`src/rtl/core/pgl1np_pkg.sv`:
```
// Shared types and constants for the per-group L1 nearest point block.
package pgl1np_pkg;

	localparam int COORD_BITS   = 32;
	localparam int NUM_COORDS   = 4;
	localparam int GROUP_BITS   = 4;
	localparam int EXTRA_BITS   = 32;
	localparam int DIST_BITS    = 35;
	localparam int CFG_IDX_BITS = 2;
	localparam int ABS_BITS     = COORD_BITS;
	localparam int PAIR_BITS    = COORD_BITS + 1;

	typedef logic signed [COORD_BITS-1:0] coord_t;

	// Input transaction
	typedef struct packed {
		logic [GROUP_BITS-1:0]        group;
		logic signed [COORD_BITS-1:0] coord_0;
		logic signed [COORD_BITS-1:0] coord_1;
		logic signed [COORD_BITS-1:0] coord_2;
		logic signed [COORD_BITS-1:0] coord_3;
		logic signed [EXTRA_BITS-1:0] extra_value;
		logic                         last_point;
	} point_t;

	// Output transaction
	typedef struct packed {
		logic [GROUP_BITS-1:0]        out_group;
		logic                         found;
		logic signed [COORD_BITS-1:0] best_coord_0;
		logic signed [COORD_BITS-1:0] best_coord_1;
		logic signed [COORD_BITS-1:0] best_coord_2;
		logic signed [COORD_BITS-1:0] best_coord_3;
		logic signed [EXTRA_BITS-1:0] best_extra;
		logic [DIST_BITS-1:0]         best_distance;
		logic                         last_result;
	} result_t;

	// One stored best point per group
	typedef struct packed {
		logic [DIST_BITS-1:0]                   best_dist;
		logic [NUM_COORDS-1:0][COORD_BITS-1:0] coords;
		logic [EXTRA_BITS-1:0]                  extra;
	} entry_t;

	// Controller to datapath commands
	typedef struct packed {
		logic capture;
		logic diff_en;
		logic sum_en;
		logic commit;
		logic drain_sel;
		logic out_load;
		logic clear_seen;
	} ctrl_cmd_t;

	// Datapath to controller status
	typedef struct packed {
		logic item_last;
	} dp_status_t;

endpackage

```
`src/rtl/core/pgl1np_ctrl.sv`:
```
// Controller: sequences item scoring, store update and the per-group drain.
module pgl1np_ctrl #(
	parameter int NUM_GROUPS = 16,
	parameter int IDX_W      = 4
) (
	input  logic                   clk,
	input  logic                   arst_n,
	input  logic                   point_valid,
	output logic                   point_ready,
	output logic                   result_valid,
	input  logic                   result_ready,
	input  pgl1np_pkg::dp_status_t status,
	output pgl1np_pkg::ctrl_cmd_t  cmd,
	output logic [IDX_W-1:0]       drain_idx
);
	import pgl1np_pkg::*;

	typedef enum logic [2:0] {
		ST_IDLE,
		ST_DIFF,
		ST_SUM,
		ST_CMP,
		ST_DRD,
		ST_DLD
	} state_t;

	localparam logic [IDX_W-1:0] LAST_IDX = IDX_W'(NUM_GROUPS - 1);

	state_t           state_q;
	logic [IDX_W-1:0] idx_q;
	logic             out_valid_q;
	logic             last_group;

	assign last_group = (idx_q == LAST_IDX);

	// Decode commands from the current state and the handshake inputs
	always_comb begin
		cmd            = '0;
		cmd.capture    = (state_q == ST_IDLE) && point_valid;
		cmd.diff_en    = (state_q == ST_DIFF);
		cmd.sum_en     = (state_q == ST_SUM);
		cmd.commit     = (state_q == ST_CMP);
		cmd.drain_sel  = (state_q == ST_DRD) || (state_q == ST_DLD);
		cmd.out_load   = (state_q == ST_DLD) && (!out_valid_q || result_ready);
		cmd.clear_seen = cmd.out_load && last_group;
	end

	assign point_ready  = (state_q == ST_IDLE);
	assign result_valid = out_valid_q;
	assign drain_idx    = idx_q;

	// State, drain counter and output valid
	always_ff @(posedge clk or negedge arst_n) begin
		if (!arst_n) begin
			state_q     <= ST_IDLE;
			idx_q       <= '0;
			out_valid_q <= 1'b0;
		end else begin
			if (cmd.out_load) begin
				out_valid_q <= 1'b1;
			end else if (result_ready) begin
				out_valid_q <= 1'b0;
			end

			unique case (state_q)
				ST_IDLE: begin
					if (point_valid) begin
						state_q <= ST_DIFF;
					end
				end
				ST_DIFF: state_q <= ST_SUM;
				ST_SUM:  state_q <= ST_CMP;
				ST_CMP: begin
					if (status.item_last) begin
						idx_q   <= '0;
						state_q <= ST_DRD;
					end else begin
						state_q <= ST_IDLE;
					end
				end
				ST_DRD: state_q <= ST_DLD;
				ST_DLD: begin
					if (cmd.out_load) begin
						if (last_group) begin
							state_q <= ST_IDLE;
						end else begin
							idx_q   <= idx_q + 1'b1;
							state_q <= ST_DRD;
						end
					end
				end
				default: state_q <= ST_IDLE;
			endcase
		end
	end

endmodule

```
`config.mk`:
```
export PLATFORM = sky130hd
export DESIGN_NAME = pgl1np_ctrl
export DESIGN_NICKNAME = d
export VERILOG_FILES = /design/src/rtl/core/pgl1np_pkg.sv /design/src/rtl/core/pgl1np_ctrl.sv
export SDC_FILE = /design/constraint.sdc
export NUM_CORES = 1
export LEC_CHECK = 0
export BUFFER_PORTS_ARGS = -buffer_cell sky130_fd_sc_hd__buf_2
export CORE_MARGIN = 2
export CORE_UTILIZATION = 34
export CTS_CLUSTER_SIZE = 40
export DETAILED_ROUTE_END_ITERATION = 16
export GPL_TIMING_DRIVEN = 0
export PLACE_DENSITY = 0.57
export SLEW_MARGIN = 20
export SYNTH_ARGS = -nofsm -noshare
export SYNTH_HDL_FRONTEND = slang
export SYNTH_SLANG_ARGS = --single-unit
```
`constraint.sdc`:
```
create_clock -name clk -period 3.85 [get_ports clk]
set_clock_uncertainty 0.15 [all_clocks]
set_input_delay 0.5775 -clock clk [delete_from_list [all_inputs] [get_ports clk]]
set_output_delay 0.5775 -clock clk [all_outputs]
set_load 0.03 [all_outputs]
```
== After elaboration in Yosys (flattened, before gate mapping) ==
Index checks and enable logic that the tools add are counted.
Word-level totals
  bits in registers: 8
  logic and storage cells: 36
  output and inout bits: 13
  bits of input ports: 5
Cells by class
  equality and inequality tests: 10
  muxes and demuxes: 11
  $add $sub $neg: 1
  reduce and logical (&&, ||, !) cells: 11
Operators by type and width (count)
  $pmux W3 S6: 1
  $mux W3: 4
  $mux W4: 3
  $ne A2 B2 Y1 const B: 4
  $pmux W4 S2: 1
  $eq A3 B2 Y1 const B: 2
  $eq A3 B3 Y1 const B: 2
  $add A4 B1 Y4 const B: 1
  $eq A4 B4 Y1 const B: 1
  $reduce_and A4 Y1: 1
  $reduce_bool A2 Y1: 2
  $eq A3 B1 Y1 const B: 1
  $logic_and A1 B1 Y1: 3
  $logic_not A3 Y1: 1
  $logic_or A1 B1 Y1: 2
  $mux W1: 2
  $reduce_and A2 Y1: 1
  $logic_not A1 Y1: 1

== Depth between registers and ports, before layout ==
  depth after elaboration: 5
  depth in mapped cells: 5
  depth with buffers taken out: 5

== Worst setup path before layout ==
OpenSTA, ideal clock, no wires.
  path kind: reg2out
  start point: register state_q[1]
  end point: output cmd[0] in the netlist's numbering
  data arrival time: 1.781 ns
  slack: 1.342 ns
  buffers on the path: 0
  cell stages (with the launch flop): 5
  required time: 3.122 ns
  cell sequence: dfrtp_1 -> nand2b_2 -> inv_1 -> nand2_1 -> nor3_1
RTL lines
  from (decl): line pgl1np_ctrl.sv:29  | state_t state_q;
  from (signal assigned): line pgl1np_ctrl.sv:55  | state_q <= ST_IDLE;
  from (signal assigned): line pgl1np_ctrl.sv:68  | state_q <= ST_DIFF;
  from (signal assigned): line pgl1np_ctrl.sv:71  | ST_DIFF: state_q <= ST_SUM;
  to (decl): line pgl1np_ctrl.sv:13  | output pgl1np_pkg::ctrl_cmd_t cmd,

==> results.ini <==
[setup_path]
r2r_slack_ns=2.33
endpoint_kind=output pin
criticalPathCategory=flop to output pin
worstSetupStartpointType=flop
reg2reg_depth=5
critPathMaxFanout=7
worst_ep_arrival_time_ns=1.64
timing.rr.start=drain_idx[0]
worstPathRequired_ns=3.12
timing.rr.end=drain_idx[1]

[synthesis]
syn_area_um2=467.9
ys_seq_elements=8
yosysTopAreaCell=dfrtp_1
ys.warnings.count=0
synth_nets=59
syn_area_per_cell_um2=8.829
yosys.area.top_type_share_pct=42.78
synth.area.top_cells=dfrtp_1 43%, nand2_1 5.6%, a31oi_4 4.5%
ys_seq_area_share_pct=42.78
yosysUniqueCellTypes=25
synthCells=53

[sta]
finalSetupTns_ns=0
clock.fmax_ghz=0.4224
worstMarginPinSlew_ns=0.3378
hold_violations=0
min_period_over_period_pct=61.49
period_needed_ns=2.367
max_slew_margin_pct=77.44
slew_violations=0
setup_violations=0
rsz0062_at_grt=no

[power_and_ir_drop]
power.internal_w=0.0002608
switching_share_pct=51.15
clkPwrFrac_pct=11.9
peakVddDrop_mv=0.3542
p_total_w=0.0005339
comb_power_share_pct=57.8
pwr_density_cell_nw_per_um2=898.3
seqPwrFrac_pct=30.3
leakagePower_nw=0.3168
power_switching_w=0.0002731

[cts]
clk_pin_slew_ns=0.05
cts_tree=done
cts_max_level=1
worstSkewPairLatency_ns=0.25
cts_resized=0
clk_path_buf_depth=2
holdBufCountCts=0
cts_buffers=3
cts_root_buf=clkbuf_4
clock_sinks=8
cts_setup_buffers=0

[grt]
grt_use_total_pct=14.96
grt_max_degree=9
grt.overflow.total=0
grt_pass1_wl_um=1504
antenna_found_initial=0
grt_pass1_vias=363

[detailed_routing]
via_per_inst=4.955
dr_total_vias=436
ant_nets=0
route.detailed.drc=0
routed_wl_um=987
firstDrtPassIters=2
wire_per_inst_um=11.22
drtIter0Drc=2

[floorplanning]
core_um2=1301
start_util_pct=35.96
ios=18
fp.dieW_um=41.10
row_count=13
die_y_um=41.10
die-area_um2=1689

[job]
maxCapViolCount=0

[hold_path]
hold_path_class=primary input to asynchronous set/reset pin

[cells_and_area]
antenna_cells=0
final_common_cell=buf_2
nNetsFinal=81
mostFrequentLayoutCells=18 x buf_2, 8 x dfrtp_1, 7 x nand2_1
drive_above_1_share_pct=36.99
areaGrowthSynthToFinish_pct=27.01

[place]
dp_hpwl_um=759.7
port_buffers=17
gp_congestion=0.7205

[outcome]
status=complete, no violations

==> area by class of cell <==
cell class	count	area, µm²
Tap cell	15	18.77
Multi-Input combinational cell	40	247.7
Clock buffer	3	22.52
Inverter	4	15.01
Timing Repair Buffer	17	85.08
Fill cell	146	706.9
Sequential cell	8	200.2
Buffer	1	5.005
==> power by group through the flow <==
stage               logic [W]  registers (W)  clock network [W]
floorplan            0.000196       0.000198                  0
global placement     0.000311       0.000162                  0
detailed placement   0.000313       0.000164                  0
CTS                  0.000313       0.000162          0.0000676
global route         0.000338       0.000171          0.0000730
finish               0.000308       0.000162          0.0000637
==> routing by layer <==
metal	GRT usage [%]	wire length (µm)	vias to the layer above
li1	-	-	228
met1	16.88	467	196
met2	21.48	446	10
met3	9.783	61	2
met4	7.258	12	0
met5	0	0	-
==> registers in the layout, indices dropped and copies added, names as in the netlist <==
name          cells
result_valid      1
drain_idx         4
state_q           3
==> worst max path at each step <==
| stage | from | endpoint | slack (ns) | cells past startpoint |
|---|---|---|---|---|
| global route | state_q[1] | cmd[0] | 1.36 | 5 |
| detailed placement | state_q[1] | cmd[0] | 1.75 | 5 |
| CTS | state_q[1] | cmd[0] | 1.47 | 5 |
| floorplan | state_q[1] | cmd[0] | 1.34 | 4 |
| finish | state_q[1] | cmd[0] | 1.48 | 5 |
| global placement | state_q[1] | cmd[0] | 1.74 | 5 |
==> metrics by stage <==
stage          cells  hold slack (ns)  setup WS [ns]  utilization (%)  area, µm²
2_1_floorplan     53           0.1319          1.342                -      467.9
3_3_place_gp      85           0.2852          1.740            43.94      571.8
3_5_place_dp      85           0.2847          1.754            43.94      571.8
4_1_cts           88         0.005017          1.467            45.67      594.3
5_1_grt           88         0.008550          1.357            45.67      594.3
6_report          88         0.008558          1.483            45.67      594.3
==> cells by family (layout without fill, tap and decap cells) <==
logic type	count (synthesis)	count (layout)	share of synthesized area (%)
flip-flops	8	8	42.78
AND/OR/NAND/NOR	29	29	32.63
adder cells (fa/ha/maj)	1	1	2.673
buffers and inverters	5	25	4.276
AO/OA/AOI/OAI	10	10	17.65
==> worst max-delay path, cell delays in order (launching register included) <==
cell and delay [ns]:
dfrtp_1 0.43, nand2b_2 0.24, inv_1 0.19, nand2_1 0.13, nor3_1 0.17, buf_2 0.22
==> cells in the mapped netlist <==
master,number
dfrtp_1,8
nand2_1,7
nor2_1,5
nand3_1,4
nor3_1,4
o21ai_0,4
inv_1,3
a221oi_1,1
a22o_1,1
a31oi_4,1
and2_1,1
and4b_2,1
buf_2,1
ha_1,1
inv_2,1
nand2b_1,1
nand2b_2,1
nand4_1,1
nor2b_1,1
o21bai_1,1
o31a_1,1
o31ai_1,1
or2_2,1
or2b_2,1
or4_1,1
No activity file was read; power rests on OpenSTA's default activity.
